==> src/sv/rgbser_pkg.sv <==
// ----------------------------------------------------------------------------
// RGB LED serializer package
// Shared types, register indexes, hue wheel constants and the wheel function.
// ----------------------------------------------------------------------------
package rgbser_pkg;

  localparam int BITS_PER_PIXEL = 24;
  localparam int CNT_W = $clog2(BITS_PER_PIXEL);
  localparam logic [CNT_W-1:0] LAST_BIT = CNT_W'(BITS_PER_PIXEL - 1);

  localparam int CFG_IDX_W = 3;
  localparam int CFG_DATA_W = 8;

  localparam logic [CFG_IDX_W-1:0] REG_COLOR_MODE  = 3'd0;
  localparam logic [CFG_IDX_W-1:0] REG_FIXED_RED   = 3'd1;
  localparam logic [CFG_IDX_W-1:0] REG_FIXED_GREEN = 3'd2;
  localparam logic [CFG_IDX_W-1:0] REG_FIXED_BLUE  = 3'd3;

  localparam logic MODE_FIXED   = 1'b0;
  localparam logic MODE_RAINBOW = 1'b1;

  localparam logic [7:0] HUE_SEG1 = 8'd85;
  localparam logic [7:0] HUE_SEG2 = 8'd170;
  localparam logic [7:0] HUE_MAX  = 8'd255;

  typedef struct packed {
    logic       pixel_lit;
    logic [2:0] row_index;
    logic [7:0] frame_hue;
  } pixel_t;

  typedef struct packed {
    logic data_bit;
    logic last_bit;
  } led_bit_t;

  // Green sits in the top byte so the packed value is the wire order.
  typedef struct packed {
    logic [7:0] green;
    logic [7:0] red;
    logic [7:0] blue;
  } color_t;

  typedef struct packed {
    logic       color_mode;
    logic [7:0] fixed_red;
    logic [7:0] fixed_green;
    logic [7:0] fixed_blue;
  } cfg_t;

  function automatic color_t hue_wheel(input logic [7:0] h);
    color_t c;
    c = '0;
    if (h <= HUE_SEG1) begin
      c.green = h;
      c.blue  = HUE_SEG1 - h;
    end else if (h <= HUE_SEG2) begin
      c.red   = h - HUE_SEG1;
      c.green = HUE_SEG2 - h;
    end else begin
      c.red   = HUE_MAX - h;
      c.blue  = h - HUE_SEG2;
    end
    return c;
  endfunction

endpackage

==> src/sv/rgbser_pixel_if.sv <==
// ----------------------------------------------------------------------------
// Pixel channel
// Valid/ready channel that carries one pixel item.
// ----------------------------------------------------------------------------
interface rgbser_pixel_if;
  logic                valid;
  logic                ready;
  rgbser_pkg::pixel_t  payload;

  modport source(output valid, output payload, input ready);
  modport sink(input valid, input payload, output ready);
endinterface

==> src/sv/rgbser_bit_if.sv <==
// ----------------------------------------------------------------------------
// LED bit channel
// Valid/ready channel that carries one serial LED data bit item.
// ----------------------------------------------------------------------------
interface rgbser_bit_if;
  logic                  valid;
  logic                  ready;
  rgbser_pkg::led_bit_t  payload;

  modport source(output valid, output payload, input ready);
  modport sink(input valid, input payload, output ready);
endinterface

==> src/sv/rgb_led_pixel_serializer.sv <==
// ----------------------------------------------------------------------------
// RGB LED pixel serializer
// Turns one picture pixel into the 24 GRB data bits of a one-wire LED,
// using either a fixed color or a hue wheel over frame hue plus row.
// ----------------------------------------------------------------------------
//   Channel  Dir  Item                                   Per item
//   pixel    in   pixel_lit, row_index, frame_hue        1
//   led      out  data_bit, last_bit                     24
//   cfg      in   cfg_we, cfg_index, cfg_data            write only
//
// Each pixel is sent as 24 output bits, one at a time, by the bit shifter.
// The first bit is offered once the pixel has passed the input register and the shifter.
// One further pixel waits in the input register while the shifter is busy.
// Reset clears all valid flags and the configuration; a stalled bit holds.
// ----------------------------------------------------------------------------
module rgb_led_pixel_serializer (
  input  logic                               clk,
  input  logic                               rst,
  rgbser_pixel_if.sink                       pixel,
  rgbser_bit_if.source                       led,
  input  logic                               cfg_we,
  input  logic [rgbser_pkg::CFG_IDX_W-1:0]   cfg_index,
  input  logic [rgbser_pkg::CFG_DATA_W-1:0]  cfg_data
);
  import rgbser_pkg::*;

  cfg_t   cfg;
  logic   word_valid;
  logic   word_ready;
  color_t word;

  rgbser_cfg_regs u_cfg_regs (
    .clk       (clk),
    .rst       (rst),
    .cfg_we    (cfg_we),
    .cfg_index (cfg_index),
    .cfg_data  (cfg_data),
    .cfg       (cfg)
  );

  rgbser_pixel_stage u_pixel_stage (
    .clk        (clk),
    .rst        (rst),
    .cfg        (cfg),
    .in_valid   (pixel.valid),
    .in_ready   (pixel.ready),
    .in_pixel   (pixel.payload),
    .word_valid (word_valid),
    .word_ready (word_ready),
    .word       (word)
  );

  rgbser_shifter u_shifter (
    .clk        (clk),
    .rst        (rst),
    .word_valid (word_valid),
    .word_ready (word_ready),
    .word       (word),
    .out_valid  (led.valid),
    .out_ready  (led.ready),
    .out_bit    (led.payload)
  );

endmodule

==> src/sv/rgbser_cfg_regs.sv <==
// ----------------------------------------------------------------------------
// Configuration registers
// Holds the color mode and the fixed color, written through a plain port.
// ----------------------------------------------------------------------------
module rgbser_cfg_regs (
  input  logic                               clk,
  input  logic                               rst,
  input  logic                               cfg_we,
  input  logic [rgbser_pkg::CFG_IDX_W-1:0]   cfg_index,
  input  logic [rgbser_pkg::CFG_DATA_W-1:0]  cfg_data,
  output rgbser_pkg::cfg_t                   cfg
);
  import rgbser_pkg::*;

  always_ff @(posedge clk) begin
    if (rst) begin
      cfg <= '0;
    end else if (cfg_we) begin
      case (cfg_index)
        REG_COLOR_MODE:  cfg.color_mode  <= cfg_data[0];
        REG_FIXED_RED:   cfg.fixed_red   <= cfg_data;
        REG_FIXED_GREEN: cfg.fixed_green <= cfg_data;
        REG_FIXED_BLUE:  cfg.fixed_blue  <= cfg_data;
        default: ;
      endcase
    end
  end

endmodule

==> src/sv/rgbser_pixel_stage.sv <==
// ----------------------------------------------------------------------------
// Pixel stage
// Input register for one pixel and the color lookup that feeds the shifter.
// ----------------------------------------------------------------------------
module rgbser_pixel_stage (
  input  logic                  clk,
  input  logic                  rst,
  input  rgbser_pkg::cfg_t      cfg,
  input  logic                  in_valid,
  output logic                  in_ready,
  input  rgbser_pkg::pixel_t    in_pixel,
  output logic                  word_valid,
  input  logic                  word_ready,
  output rgbser_pkg::color_t    word
);
  import rgbser_pkg::*;

  logic   hold_valid;
  pixel_t hold_pixel;
  logic   [7:0] hue;
  color_t wheel_color;

  assign in_ready   = !hold_valid || word_ready;
  assign word_valid = hold_valid;

  always_ff @(posedge clk) begin
    if (rst) begin
      hold_valid <= 1'b0;
    end else if (in_ready) begin
      hold_valid <= in_valid;
    end
    if (in_ready && in_valid) begin
      hold_pixel <= in_pixel;
    end
  end

  assign hue         = hold_pixel.frame_hue + {5'd0, hold_pixel.row_index};
  assign wheel_color = hue_wheel(hue);

  always_comb begin
    if (!hold_pixel.pixel_lit) begin
      word = '0;
    end else if (cfg.color_mode == MODE_RAINBOW) begin
      word = wheel_color;
    end else begin
      word.green = cfg.fixed_green;
      word.red   = cfg.fixed_red;
      word.blue  = cfg.fixed_blue;
    end
  end

endmodule

==> src/sv/rgbser_shifter.sv <==
// ----------------------------------------------------------------------------
// Bit shifter
// Shifts a 24-bit GRB word out MSB first and marks the last bit.
// ----------------------------------------------------------------------------
module rgbser_shifter (
  input  logic                  clk,
  input  logic                  rst,
  input  logic                  word_valid,
  output logic                  word_ready,
  input  rgbser_pkg::color_t    word,
  output logic                  out_valid,
  input  logic                  out_ready,
  output rgbser_pkg::led_bit_t  out_bit
);
  import rgbser_pkg::*;

  logic                      sh_valid;
  logic [BITS_PER_PIXEL-1:0] sh_word;
  logic [CNT_W-1:0]          bit_cnt;
  logic                      last;

  assign last       = (bit_cnt == LAST_BIT);
  assign word_ready = !sh_valid || (out_ready && last);

  always_ff @(posedge clk) begin
    if (rst) begin
      sh_valid <= 1'b0;
      bit_cnt  <= '0;
    end else if (word_ready) begin
      sh_valid <= word_valid;
      bit_cnt  <= '0;
      sh_word  <= word;
    end else if (out_ready) begin
      bit_cnt  <= bit_cnt + 1'b1;
      sh_word  <= {sh_word[BITS_PER_PIXEL-2:0], 1'b0};
    end
  end

  assign out_valid        = sh_valid;
  assign out_bit.data_bit = sh_word[BITS_PER_PIXEL-1];
  assign out_bit.last_bit = last;

endmodule
==> src/flat_wrapper.sv <==
// flat-port wrapper written by rule: the top's interface ports become plain ports
module rgb_led_pixel_serializer_flat import rgbser_pkg::*;
  (clk, rst, cfg_we, cfg_index, cfg_data, pixel_valid, pixel_payload, pixel_ready, led_valid, led_payload, led_ready);
  rgbser_pixel_if pixel_i ();
  rgbser_bit_if led_i ();
  input  logic clk;
  input  logic rst;
  input  logic cfg_we;
  input  logic [rgbser_pkg::CFG_IDX_W-1:0] cfg_index;
  input  logic [rgbser_pkg::CFG_DATA_W-1:0] cfg_data;
  input wire logic [$bits(pixel_i.valid)-1:0] pixel_valid;
  input wire logic [$bits(pixel_i.payload)-1:0] pixel_payload;
  output wire logic [$bits(pixel_i.ready)-1:0] pixel_ready;
  output wire logic [$bits(led_i.valid)-1:0] led_valid;
  output wire logic [$bits(led_i.payload)-1:0] led_payload;
  input wire logic [$bits(led_i.ready)-1:0] led_ready;
  assign pixel_i.valid = pixel_valid;
  assign pixel_i.payload = pixel_payload;
  assign pixel_ready = pixel_i.ready;
  assign led_valid = led_i.valid;
  assign led_payload = led_i.payload;
  assign led_i.ready = led_ready;
  rgb_led_pixel_serializer u_core (.clk(clk), .rst(rst), .pixel(pixel_i), .led(led_i), .cfg_we(cfg_we), .cfg_index(cfg_index), .cfg_data(cfg_data));
endmodule
==> config.mk <==
export PLATFORM = sky130hd
export DESIGN_NAME = rgb_led_pixel_serializer_flat
export DESIGN_NICKNAME = d
export VERILOG_FILES = /design/src/sv/rgbser_pkg.sv /design/src/sv/rgbser_pixel_if.sv /design/src/sv/rgbser_bit_if.sv /design/src/sv/rgb_led_pixel_serializer.sv /design/src/sv/rgbser_cfg_regs.sv /design/src/sv/rgbser_pixel_stage.sv /design/src/sv/rgbser_shifter.sv /design/src/flat_wrapper.sv
export SDC_FILE = /design/constraint.sdc
export NUM_CORES = 1
export LEC_CHECK = 0
export ABC_AREA = 1
export BUFFER_PORTS_ARGS = -buffer_cell sky130_fd_sc_hd__buf_4
export CAP_MARGIN = 25
export CORE_ASPECT_RATIO = 1.4
export CORE_MARGIN = 1
export CORE_UTILIZATION = 49
export DETAILED_ROUTE_END_ITERATION = 6
export GPL_TIMING_DRIVEN = 0
export PLACE_DENSITY = 0.74
export SYNTH_ARGS = -nofsm -noshare
export SYNTH_HDL_FRONTEND = slang
export SYNTH_SLANG_ARGS = --single-unit
==> constraint.sdc <==
create_clock -name clk -period 5.9 [get_ports clk]
set_input_delay 0.295 -clock clk [delete_from_list [all_inputs] [get_ports clk]]
set_output_delay 0.295 -clock clk [all_outputs]
set_load 0.01 [all_outputs]
# Word-level counts from Yosys, hierarchy flattened
# Cells that the tools add are included.
# op_classes
bitwise_logic	1
muxes	10
addsub	7
reduce_logical	14
eq_ne	4
n_lt_le_gt_ge	2
# op_table
cell	n
two-way mux 24 bit	4
two-way mux 8 bit	6
subtractor 8 bit (first input constant)	2
AND reduction 2 bit	5
adder 8 x 3 -> 8 bit	1
<= comparator 8 x 7 -> 1 bit (second input constant)	1
<= comparator 8 bit (second input constant)	1
subtractor 7 x 8 -> 8 bit (first input constant)	1
subtractor 8 x 7 -> 8 bit (second input constant)	1
subtractor 8 bit (second input constant)	1
== test 3 x 2 -> 1 bit (second input constant)	2
adder 5 x 1 -> 5 bit (second input constant)	1
== test 5 bit (second input constant)	1
== test 3 x 1 -> 1 bit (second input constant)	1
logical NOT 3 bit	1
logical AND 1 bit	2
logical NOT 1 bit	2
logical OR 1 bit	2
nonzero test 2 bit	1
OR reduction 2 bit	1
NOT 1 bit	1
# word_totals
wordCells	49
output_inout_bits	4
regBits	68

# Logic depth before layout (Yosys ltp)
# Gate-level depths: netlist (run 1).
# logic_depth
depth_word	7
ltp_mapped	18
ltp_nobuf	18

# Modules after synthesis
# Synthesis (run 1) repeated with hierarchy kept, for this count alone.
# hier_totals
cells_unflattened	563
hier_area_um2	4225.3
# modules_own_cells
module	seq_area_each_um2	cells_per_inst	area_per_inst_um2	instances
rgbser_pixel_stage	380.4	265	1677.9	1
rgbser_shifter	840.8	144	1467.7	1
rgbser_cfg_regs	500.5	154	1079.8	1

# Worst setup path after synthesis (run 1)
# OpenSTA, ideal clock, no wires.
# synth_timing
path_kind	register -> register
startpoint	register u_core.u_pixel_stage.hold_pixel[0] (netlist bit)
endpoint	register u_core.u_shifter.sh_word[1] (data pin)
slack_ps	3240
t_arrival_ps	2408
required_time_ps	5648
stages_incl_launch_ff	15
n_path_buf	0
cell_sequence	edfxtp_1 > ha_1 > fa_1 > inv_1 > ha_1 > inv_1 > nand2_1 > nand3_2 > nand4_2 > nand2_4 > nand2_8 > a21oi_1 > o21ai_0 > nand2_1 > nand2_1
# synth_via
elab_chain_cells	7
elab_cells_between_ends	10
classes_between	add/sub (3); order compare (2); mux (5)
# synth_lines
element	line	rtl
from (decl)	rgbser_pixel_stage.sv:19	pixel_t hold_pixel;
from (signal assigned)	rgbser_pixel_stage.sv:33	hold_pixel <= in_pixel;
adder 8 x 3 -> 8 bit *	rgbser_pixel_stage.sv:37	assign hue = hold_pixel.frame_hue + {5'd0, hold_pixel.row_index};
subtractor 8 bit / <= comparator 8 bit (equally long branches)	rgbser_pkg.sv:62, rgbser_pkg.sv:57	
two-way mux 8 bit	rgbser_pkg.sv:57	end else if (h <= HUE_SEG2) begin
two-way mux 8 bit *	rgbser_pkg.sv:54	if (h <= HUE_SEG1) begin
two-way mux 24 bit *	rgbser_pixel_stage.sv:43	end else if (cfg.color_mode == MODE_RAINBOW) begin
two-way mux 24 bit *	rgbser_pixel_stage.sv:41	if (!hold_pixel.pixel_lit) begin
two-way mux 24 bit *	rgbser_shifter.sv:29	end else if (word_ready) begin
to (signal assigned)	rgbser_shifter.sv:32	sh_word <= word;
to (signal assigned)	rgbser_shifter.sv:35	sh_word <= {sh_word[BITS_PER_PIXEL-2:0], 1'b0};
to (decl)	rgbser_shifter.sv:18	logic [BITS_PER_PIXEL-1:0] sh_word;
# Every way passes the cells marked *; elsewhere a longest branch is shown, timed or not.
# A chain may end at the register's enable or synchronous reset.

# Worst setup path in the final report (run 1)
# Ends and elaborated chain as after synthesis.

==> impl_metrics.tcl, run 1 <==
set metrics [dict create \
    status "completed" \
    design_area_um2 4490 \
    path_clk_slew_ns 0.07 \
    fp.coreArea_um2 7750 \
    p_clk_frac 0.317 \
    post-route-period-util 0.515 \
    grt_pass1_wl_mm 15.4 \
    avgSynthCellArea_um2 7.65 \
    cts_tree "built" \
    p_sw_frac 0.300 \
    drt_iter0_drc 254 \
    synthArstFlopShare 0 \
    yosys.area.top_type_share 0.275 \
    cp_data_arrival_time_ns 3.15 \
    ff_latch_area_um2 1720 \
    vias 3524 \
    tns_ns 0 \
    die-width_um 77.7 \
    p_leak_nw 2.03 \
    final_cells 662 \
    yosys.area.top_type "edfxtp_1" \
    reg2reg_from "u_core.u_pixel_stage.hold_pixel[0]$_DFFE_PP_" \
    postCtsSetupRepairBufs 0 \
    seq_area_frac_synth 0.438 \
    rsz0062_at_grt "no" \
    cts_hold_buf 0 \
    track_usage 0.237 \
    die_area_um2 8390 \
    synth_area_um2 3930 \
    multi_input_area_um2 1970 \
    synthesis.nets 551 \
    combPwrFrac 0.209 \
    rr_worst_depth 14 \
    path_max_fanout 9 \
    synth_cells 514 \
    p_int_mw 0.798 \
    timing.rr.end "u_core.u_shifter.sh_word[1]$_DFFE_PP_" \
    synth_cell_type_count 40 \
    dpl_cell_area_um2 4310 \
    pwr_density_cell_nw_per_um2 254 \
    ios 32 \
    dieHeight_um 108 \
    final_cell_mix "nand2_1 (148), nor2_1 (74), o21ai_0 (41), edfxtp_1 (36)" \
    skew_ns 0.00609 \
    antenna_found_initial 0 \
    synthFlopType "edfxtp_1" \
    seq_power_share 0.474 \
    synth_area_leaders "edfxtp_1 (27%), dfxtp_1 (16%), nand2_1 (14%), nor2_1 (7.1%), o21ai_0 (5.2%)" \
    n_antenna_cell 0 \
    synth-seq-cells 68 \
    min_to "u_core.u_pixel_stage.hold_pixel[3]$_DFFE_PP_" \
    cts_max_path_buffers 2 \
    dr.pass1.iters 5 \
    htreeDepth 3 \
    p_switching_mw 0.342 \
    totalPowerFinal_mw 1.14 \
    numCtsBuffers 9 \
    gp_congestion 0.955 \
    cp.required_ns 6.01 \
    dp.cells 646 \
    min_path_cells 1 \
    drt_wl_total_mm 9.28 \
    rows 38 \
    start_util 0.507 \
    report.final.slew_viol_count 0 \
    final_nets 594 \
    drive_gt1_frac 0.169 \
    drtAntennaViolNets 0 \
    critPathCaptureType "register" \
    max_freq_mhz 329 \
    io_buffers 31 \
    first_global_vias 3352 \
    vdd_drop_max_v 0.000166 \
    grt_max_degree 18 \
    cts_resized 0 \
    fin_worst_hold_slack_ns 0.113 \
    tightest_slew_ns 0.844 \
    drv_cap 0 \
    critPathKind "reg -> reg" \
    hold_path.class "in -> reg" \
    crit_path_start_kind "register" \
    nFillCells 721 \
    via_per_inst 5.32 \
    clkLatencyLatePin_ns 0.35 \
    ys_warn_count 0 \
    setup_violations 0 \
    synth_edf_count 36 \
    syn_to_final_growth_pct 14.2 \
    final_common_cell "nand2_1" \
    period_minus_slack_ns 3.04 \
    drc 0 \
    cts_root_buf "clkbuf_8" \
    hold_viol 0 \
    wire_per_inst_um 14.0 \
    clkSinkCount 68 \
    rrSetupSlack_ns 2.86 \
    worstHoldStart "pixel_payload[3]" \
    globalRoute.totalOverflow 0 \
    maxSlewHeadroom 0.433 \
    place_hpwl_mm 7.01 \
]
-- kinds of logic (layout without fill, tap and decap cells) --
kind of cell,Yosys count,after routing,share of synthesized area
AOI/OAI and AO/OA,72,72,0.0964
buffers and inverters,56,104,0.0617
adders and majority gates,9,9,0.0305
DFF,68,68,0.438
xor gates and xnor gates,6,6,0.0134
and+or+nand+nor,303,303,0.360
-- final cells by class --
cell class / count / area share
clock inverters: 2 / 0.00195
repair buffers: 32 / 0.0552
clock buffers: 14 / 0.0387
multi-input cells: 390 / 0.439
inverters: 42 / 0.0354
flip-flops and latches: 68 / 0.383
well taps: 100 / 0.0279
plain buffers: 14 / 0.0187
-- through the flow --
stage / util / setup slack, ns
after floorplan: - / 3.24
after global routing: 0.580 / 2.67
final: 0.580 / 2.86
after global placement: 0.554 / 2.93
after CTS: 0.580 / 2.87
after detailed placement: 0.556 / 2.89
-- per-layer routing --
metal  track usage  up-vias  wire, µm
li1              -     1769         -
met1         0.270     1639      3910
met2         0.417       95      4710
met3        0.0447       21       421
met4         0.132        0       240
met5             0        -         0
-- power by group through the flow --
| stage | Combinational (mW) | Clock, mW | Sequential [mW] |
|---|---|---|---|
| 2_1_floorplan | 0.171 | 0 | 0.548 |
| 3_3_place_gp | 0.230 | 0 | 0.550 |
| 3_5_place_dp | 0.236 | 0 | 0.551 |
| 4_1_cts | 0.237 | 0.367 | 0.540 |
| 5_1_grt | 0.266 | 0.384 | 0.543 |
| 6_report | 0.239 | 0.361 | 0.541 |
-- worst max path at each step --
| stage | slack (ns) | start | endpoint | cells past startpoint |
|---|---|---|---|---|
| finish | 2.86 | u_core.u_pixel_stage.hold_pixel[0]$_DFFE_PP_ | u_core.u_shifter.sh_word[1]$_DFFE_PP_ | 14 |
| global route | 2.67 | u_core.u_pixel_stage.hold_pixel[0]$_DFFE_PP_ | u_core.u_shifter.sh_word[1]$_DFFE_PP_ | 14 |
| CTS | 2.87 | u_core.u_pixel_stage.hold_pixel[0]$_DFFE_PP_ | u_core.u_shifter.sh_word[1]$_DFFE_PP_ | 14 |
| detailed placement | 2.89 | u_core.u_pixel_stage.hold_pixel[0]$_DFFE_PP_ | u_core.u_shifter.sh_word[1]$_DFFE_PP_ | 14 |
| global placement | 2.93 | u_core.u_pixel_stage.hold_pixel[0]$_DFFE_PP_ | u_core.u_shifter.sh_word[1]$_DFFE_PP_ | 14 |
| floorplan | 3.24 | u_core.u_pixel_stage.hold_pixel[0]$_DFFE_PP_ | u_core.u_shifter.sh_word[1]$_DFFE_PP_ | 14 |
-- sequential cells by signal, indices dropped and copies added, names as in the netlist --
signal                           cells
u_core.u_cfg_regs.cfg               25
u_core.u_pixel_stage.hold_pixel     12
u_core.u_shifter.sh_word            24
u_core.u_shifter.out_valid           1
u_core.u_pixel_stage.word_valid      1
u_core.u_shifter.bit_cnt             5
-- cells in the mapped netlist (all sizes together) (5+ instances only) --
| cell type | instances |
|---|---|
| a21oi | 20 |
| buf | 7 |
| clkbuf | 7 |
| dfxtp | 32 |
| edfxtp | 36 |
| ha | 8 |
| inv | 41 |
| nand2 | 165 |
| nand3 | 39 |
| nand4 | 9 |
| nor2 | 81 |
| nor3 | 7 |
| o21ai | 47 |
| xor2 | 5 |
-- worst max-delay path: stages, from the launching register on --
cell and delay (ns):
edfxtp_1 0.37, ha_1 0.26, fa_1 0.72, inv_1 0.16
ha_1 0.21, inv_1 0.09, nand2_1 0.09, nand3_2 0.11
nand4_2 0.12, nand2_4 0.15, nand2_8 0.10, a21oi_1 0.19
o21ai_0 0.12, nand2_1 0.07, nand2_1 0.05
Note: power is estimated with default switching activity, not from simulation.
==> inputs of run 2 (changes only) <==
Settings changed: PLACE_DENSITY 0.74 to 0.77.
Clock period 5.9 ns to 2.5 ns, I/O delays scaled along.
==> run 2 against run 1 <==
  * The flow now finishes with violations (setup timing)
  * Total power grew to 2.6 times the previous value
  * Die area is the same
  * First-iteration DRC count up 23%
  * Count of clock-buffer cells in the layout down 4
  * Global-route usage up 2.2 points
  * Clock power grew to 2.6 times the previous value
  * Final area grew 14%
  * Largest cell class unchanged
  * Highest routed layer unchanged
==> impl_metrics.tcl, run 2 (synthesized netlist as in run 1, its figures left out) <==
set metrics [dict create \
    met1_usage 0.275 \
    rrSetupSlack_ns -0.22 \
    cts_max_path_buffers 2 \
    via_per_inst 5.46 \
    final_cell_mix "nand2_1 (138), nor2_1 (73), buf_4 (50), o21ai_0 (37), edfxtp_1 (36)" \
    status "finished with violations" \
    fin_worst_hold_slack_ns 0.0247 \
    reg.largest.list "u_core.u_cfg_regs.cfg: 25 flops, u_core.u_shifter.sh_word: 24 flops, u_core.u_pixel_stage.hold_pixel: 12 flops" \
    busiest_layer "met2" \
    tightest_slew_ns 0.846 \
    use_met2 0.466 \
    critPathCaptureType "register" \
    first_global_vias 3652 \
    maxSlewHeadroom 0.431 \
    cts_tree "built" \
    dieHeight_um 108 \
    clkLatencyLatePin_ns 0.35 \
    top_register "u_core.u_cfg_regs.cfg" \
    antenna_found_initial 0 \
    globalRoute.totalOverflow 0 \
    p_leak_nw 2.24 \
    hold_viol 0 \
    htreeDepth 3 \
    drtAntennaViolNets 0 \
    syn_to_final_growth_pct 29.7 \
    timing.rr.end "u_core.u_shifter.sh_word[5]$_DFFE_PP_" \
    setup_violations 23 \
    min_path_cells 3 \
    drt_wl_total_mm 10.8 \
    crit_path_start_kind "register" \
    place_hpwl_mm 7.10 \
    final_nets 632 \
    period_minus_slack_ns 2.72 \
    critPathKind "reg -> reg" \
    reg2reg_from "u_core.u_pixel_stage.hold_pixel[8]$_DFFE_PP_" \
    cp_data_arrival_time_ns 2.83 \
    drc 0 \
    n_antenna_cell 0 \
    dr.pass1.iters 6 \
    grt_max_degree 19 \
    vias 3822 \
    fin_ws_ns -0.223 \
    path_max_fanout 8 \
    path_clk_slew_ns 0.07 \
    cts_root_buf "clkbuf_8" \
    wire_per_inst_um 15.5 \
    drt_iter0_drc 313 \
    post-route-period-util 1.09 \
    max_freq_mhz 367 \
    ios 32 \
    fp.coreArea_um2 7750 \
    largest_reg_flops 25 \
    vdd_drop_max_v 0.000580 \
    rows 38 \
    hold_path.class "in -> reg" \
    use_met3 0.0422 \
    pwr_density_cell_nw_per_um2 591 \
    drive_gt1_frac 0.260 \
    violations "setup timing" \
    drv_cap 0 \
    rsz0062_at_grt "yes" \
    final_common_cell "nand2_1" \
    die_area_um2 8390 \
    track_usage 0.259 \
    gp_congestion 0.889 \
    rr_worst_depth 14 \
    die-width_um 77.7 \
    totalPowerFinal_mw 3.02 \
    report.final.slew_viol_count 0 \
    worstHoldStart "cfg_data[0]" \
    io_buffers 31 \
    min_to "u_core.u_cfg_regs.cfg[16]$_SDFFE_PP0P_" \
    dpl_cell_area_um2 4320 \
    cp.required_ns 2.61 \
    design_area_um2 5100 \
    tns_ns -2.65 \
    numCtsBuffers 9 \
    clkSinkCount 68 \
    grt_pass1_wl_mm 16.5 \
    start_util 0.507 \
    skew_ns 0.00747 \
]
-- run 2: cell count changes in the layout (fill, tap and decap cells not counted), moves of 5 or more --
cell,change
buf_4,+17
dlygate4sd3_1,+13
nand2_1,-10
nand2_2,+7
a21oi_1,-6
buf_6,+5
inv_1,-5
inv_4,+5
nand3_1,-5
-- run 2: timing repair --
action | CTS | global route
resized for setup | 20 | 40
endpoints found under the setup margin | 24 | 24
hold buffers | 13 | 0
hold endpoints to repair | 13 | 0
cloned | 2 | 1
pin swaps | 14 | 25
setup buffers | 12 | 10
-- run 2: worst max path at each step --
stage,start,endpoint,slack (ns),depth (start not counted)
5_1_grt,u_core.u_pixel_stage.hold_pixel[8]$_DFFE_PP_,u_core.u_shifter.sh_word[5]$_DFFE_PP_,-0.28,14
3_3_place_gp,u_core.u_pixel_stage.hold_pixel[8]$_DFFE_PP_,u_core.u_shifter.sh_word[2]$_DFFE_PP_,-0.20,14
3_5_place_dp,u_core.u_pixel_stage.hold_pixel[8]$_DFFE_PP_,u_core.u_shifter.sh_word[2]$_DFFE_PP_,-0.23,14
2_1_floorplan,u_core.u_pixel_stage.hold_pixel[8]$_DFFE_PP_,u_core.u_shifter.sh_word[1]$_DFFE_PP_,0.009,14
6_report,u_core.u_pixel_stage.hold_pixel[8]$_DFFE_PP_,u_core.u_shifter.sh_word[5]$_DFFE_PP_,-0.22,14
4_1_cts,u_core.u_pixel_stage.hold_pixel[0]$_DFFE_PP_,u_core.u_shifter.sh_word[1]$_DFFE_PP_,-0.13,14
-- run 2: report_power, final --
part	switching, mW	leakage, nW	total (mW)	internal, mW
combinational	0.478	1.51	0.784	0.305
sequential	0.0308	0.620	1.28	1.25
clock	0.402	0.107	0.955	0.553
total	0.912	2.24	3.02	2.11
-- run 2: routing by layer --
| layer | vias to the layer above | wire, µm |
|---|---|---|
| met5 | - | 0 |
| met4 | 0 | 586 |
| met3 | 47 | 569 |
| met2 | 162 | 5600 |
| met1 | 1763 | 4070 |
| li1 | 1850 | - |
-- run 2: metrics by stage --
| step | utilization | std cells | worst slack [ns] |
|---|---|---|---|
| final | 0.658 | 700 | -0.223 |
| after global routing | 0.658 | 700 | -0.280 |
| after CTS | 0.624 | 689 | -0.126 |
| after detailed placement | 0.558 | 646 | -0.233 |
| after global placement | 0.555 | 645 | -0.203 |
| after floorplan | - | 514 | 0.00901 |
-- run 2: worst max-delay path, stage by stage, from the launching register on --
cell and delay (ns):
edfxtp_1 0.38, ha_2 0.22, fa_2 0.66, inv_4 0.08, ha_4 0.17, inv_4 0.06, nand2_4 0.05, nand3_4 0.07
nand4_4 0.11, nand2_8 0.16, nand2_8 0.11, nor2_8 0.14, nor2_1 0.06, nor2_1 0.14, o21ai_1 0.07
-- run 2: layout make-up --
class                   instances  area (µm²)
multi-input cells             392        2220
inverters                      42         171
clock buffers                  10         128
plain buffers                  14        87.6
fillers                       611        2650
flip-flops and latches         68        1720
well taps                     100         125
repair buffers                 68         573
clock inverters                 6        78.8
==> inputs of run 3 (changes only) <==
Clock period 2.5 ns to 2.4 ns, I/O delays scaled along.
==> run 3 against run 2 <==
  * The run still ends with setup timing left
  * Count of clock-buffer cells in the layout increased by 2
  * Final area increased by 0.74%
  * Total power decreased by 0.32%
  * Clock power decreased by 9.6%
  * Global-route usage decreased by 0.25 points
  * Critical path depth unchanged
  * Combinational power increased by 3.7%
==> impl_metrics.tcl, run 3 (synthesized netlist as in run 1, its figures left out) <==
set metrics [dict create \
    worstSetupStartpoint "u_core.u_pixel_stage.hold_pixel[0]$_DFFE_PP_" \
    drt_wl_total_mm 10.4 \
    via_per_inst 5.44 \
    violations "setup timing" \
    multi_input_area_um2 2200 \
    dieHeight_um 108 \
    antenna_found_initial 0 \
    rrSetupSlack_ns -0.27 \
    reg2reg_from "u_core.u_pixel_stage.hold_pixel[0]$_DFFE_PP_" \
    ff_latch_area_um2 1720 \
    drive_gt1_frac 0.287 \
    drc 0 \
    start_util 0.507 \
    report.final.slew_viol_count 0 \
    setup_violations 24 \
    hold_viol 0 \
    min_to "u_core.u_cfg_regs.cfg[1]$_SDFFE_PP0P_" \
    nFillCells 600 \
    pwr_density_cell_nw_per_um2 585 \
    grt_max_degree 19 \
    cp.required_ns 2.51 \
    min_path_cells 3 \
    cp_data_arrival_time_ns 2.78 \
    drv_cap 0 \
    dr.pass1.iters 6 \
    wire_per_inst_um 14.7 \
    hold_path.class "in -> reg" \
    io_buffers 31 \
    worstHoldStart "cfg_data[1]" \
    ios 32 \
    drt_iter0_drc 341 \
    htreeDepth 3 \
    post-route-period-util 1.11 \
    cts_tree "built" \
    track_usage 0.256 \
    max_freq_mhz 374 \
    gp_congestion 0.940 \
    n_antenna_cell 0 \
    fp.coreArea_um2 7750 \
    status "finished with violations" \
    maxSlewHeadroom 0.421 \
    final_cell_mix "nand2_1 (135), nor2_1 (71), buf_4 (54), o21ai_0 (36), edfxtp_1 (36)" \
    final_common_cell "nand2_1" \
    path_max_fanout 6 \
    dp.cells 646 \
    final_nets 639 \
    reg.largest.list "u_core.u_cfg_regs.cfg: 25 flops, u_core.u_shifter.sh_word: 24 flops, u_core.u_pixel_stage.hold_pixel: 12 flops" \
    crit_path_start_kind "register" \
    cts_max_path_buffers 2 \
    rr_worst_depth 14 \
    design_area_um2 5140 \
    p_leak_nw 2.28 \
    die_area_um2 8390 \
    skew_ns 0.0114 \
    largest_reg_flops 25 \
    dpl_cell_area_um2 4330 \
    vdd_drop_max_v 0.000638 \
    tightest_slew_ns 0.862 \
    timing.rr.end "u_core.u_shifter.sh_word[6]$_DFFE_PP_" \
    drtAntennaViolNets 0 \
    path_clk_slew_ns 0.08 \
    syn_to_final_growth_pct 30.7 \
    rows 38 \
    vias 3845 \
    top_register "u_core.u_cfg_regs.cfg" \
    period_minus_slack_ns 2.67 \
    fin_worst_hold_slack_ns 0.0170 \
    final_cells 707 \
    dp_slack_ns -0.338 \
    place_hpwl_mm 6.98 \
    clkSinkCount 68 \
    critPathCaptureType "register" \
    globalRoute.totalOverflow 0 \
    critPathKind "reg -> reg" \
    numCtsBuffers 9 \
    first_global_vias 3629 \
    cts_root_buf "clkbuf_8" \
    grt_pass1_wl_mm 16.6 \
    clkLatencyLatePin_ns 0.36 \
    die-width_um 77.7 \
    rsz0062_at_grt "yes" \
    fin_ws_ns -0.270 \
]
[run 3: cell types whose count changed in the layout (fill, tap and decap cells not counted), sizes merged]
cell / before / now
buf: 62 / 70
clkinv: 5 / 3
inv: 41 / 43
clkbuf: 17 / 19
bufinv: 2 / 0
nand3: 40 / 39
[run 3: what timing repair did]
item                                    4_1_cts  5_1_grt
setup buffers                                20       11
endpoints found under the setup margin       24       24
pin swaps                                    20       25
hold buffers                                 13        0
endpoints found under the hold margin        13        0
gates resized for setup                      30       39
gates cloned                                  1        1
[run 3: layout make-up]
type | count | share of cell area
plain buffers | 14 | 0.0170
clock buffers | 12 | 0.0302
clock inverters | 4 | 0.00438
inverters | 42 | 0.0334
multi-input cells | 391 | 0.428
flip-flops and latches | 68 | 0.335
well taps | 100 | 0.0243
repair buffers | 76 | 0.128
[run 3: worst max-delay path by stage]
| stage | to | slack (ns) | depth (start not counted) |
|---|---|---|---|
| final | u_core.u_shifter.sh_word[6]$_DFFE_PP_ | -0.27 | 14 |
| after detailed placement | u_core.u_shifter.sh_word[5]$_DFFE_PP_ | -0.34 | 14 |
| after CTS | u_core.u_shifter.sh_word[5]$_DFFE_PP_ | -0.21 | 14 |
| after global routing | u_core.u_shifter.sh_word[4]$_DFFE_PP_ | -0.37 | 15 |
| after floorplan | u_core.u_shifter.sh_word[1]$_DFFE_PP_ | -0.09 | 14 |
| after global placement | u_core.u_shifter.sh_word[5]$_DFFE_PP_ | -0.31 | 14 |
[run 3: layer usage]
layer | vias up | track usage | routed length, µm
met1 | 1792 | 0.288 | 4040
met4 | 0 | 0.143 | 305
met5 | - | 0 | 0
met2 | 158 | 0.459 | 5490
met3 | 27 | 0.0422 | 574
li1 | 1868 | - | -
[run 3: metrics by stage]
| stage | util | power (mW) | setup TNS [ns] |
|---|---|---|---|
| 2_1_floorplan | - | 1.78 | -0.700 |
| 3_3_place_gp | 0.557 | 1.93 | -5.74 |
| 3_5_place_dp | 0.559 | 1.94 | -5.40 |
| 4_1_cts | 0.632 | 2.92 | -3.95 |
| 5_1_grt | 0.663 | 3.15 | -7.19 |
| 6_report | 0.663 | 3.01 | -4.80 |
[run 3: where the power goes]
part / switching [mW] / leakage [nW] / internal (mW)
sequential: 0.0315 / 0.620 / 1.30
combinational: 0.484 / 1.56 / 0.329
clock: 0.434 / 0.0970 / 0.429
total: 0.950 / 2.28 / 2.06
[run 3: critical path, cell delays in order (launching register included)]
cell and delay, ns:
edfxtp_1 0.43, ha_4 0.19, fa_2 0.60, inv_2 0.07, buf_4 0.14, ha_1 0.19
inv_2 0.07, nor2_4 0.04, nand3_4 0.13, nand2_8 0.10, buf_6 0.15, nand2_2 0.07
nand3_2 0.06, o211ai_1 0.10, nand2_1 0.06
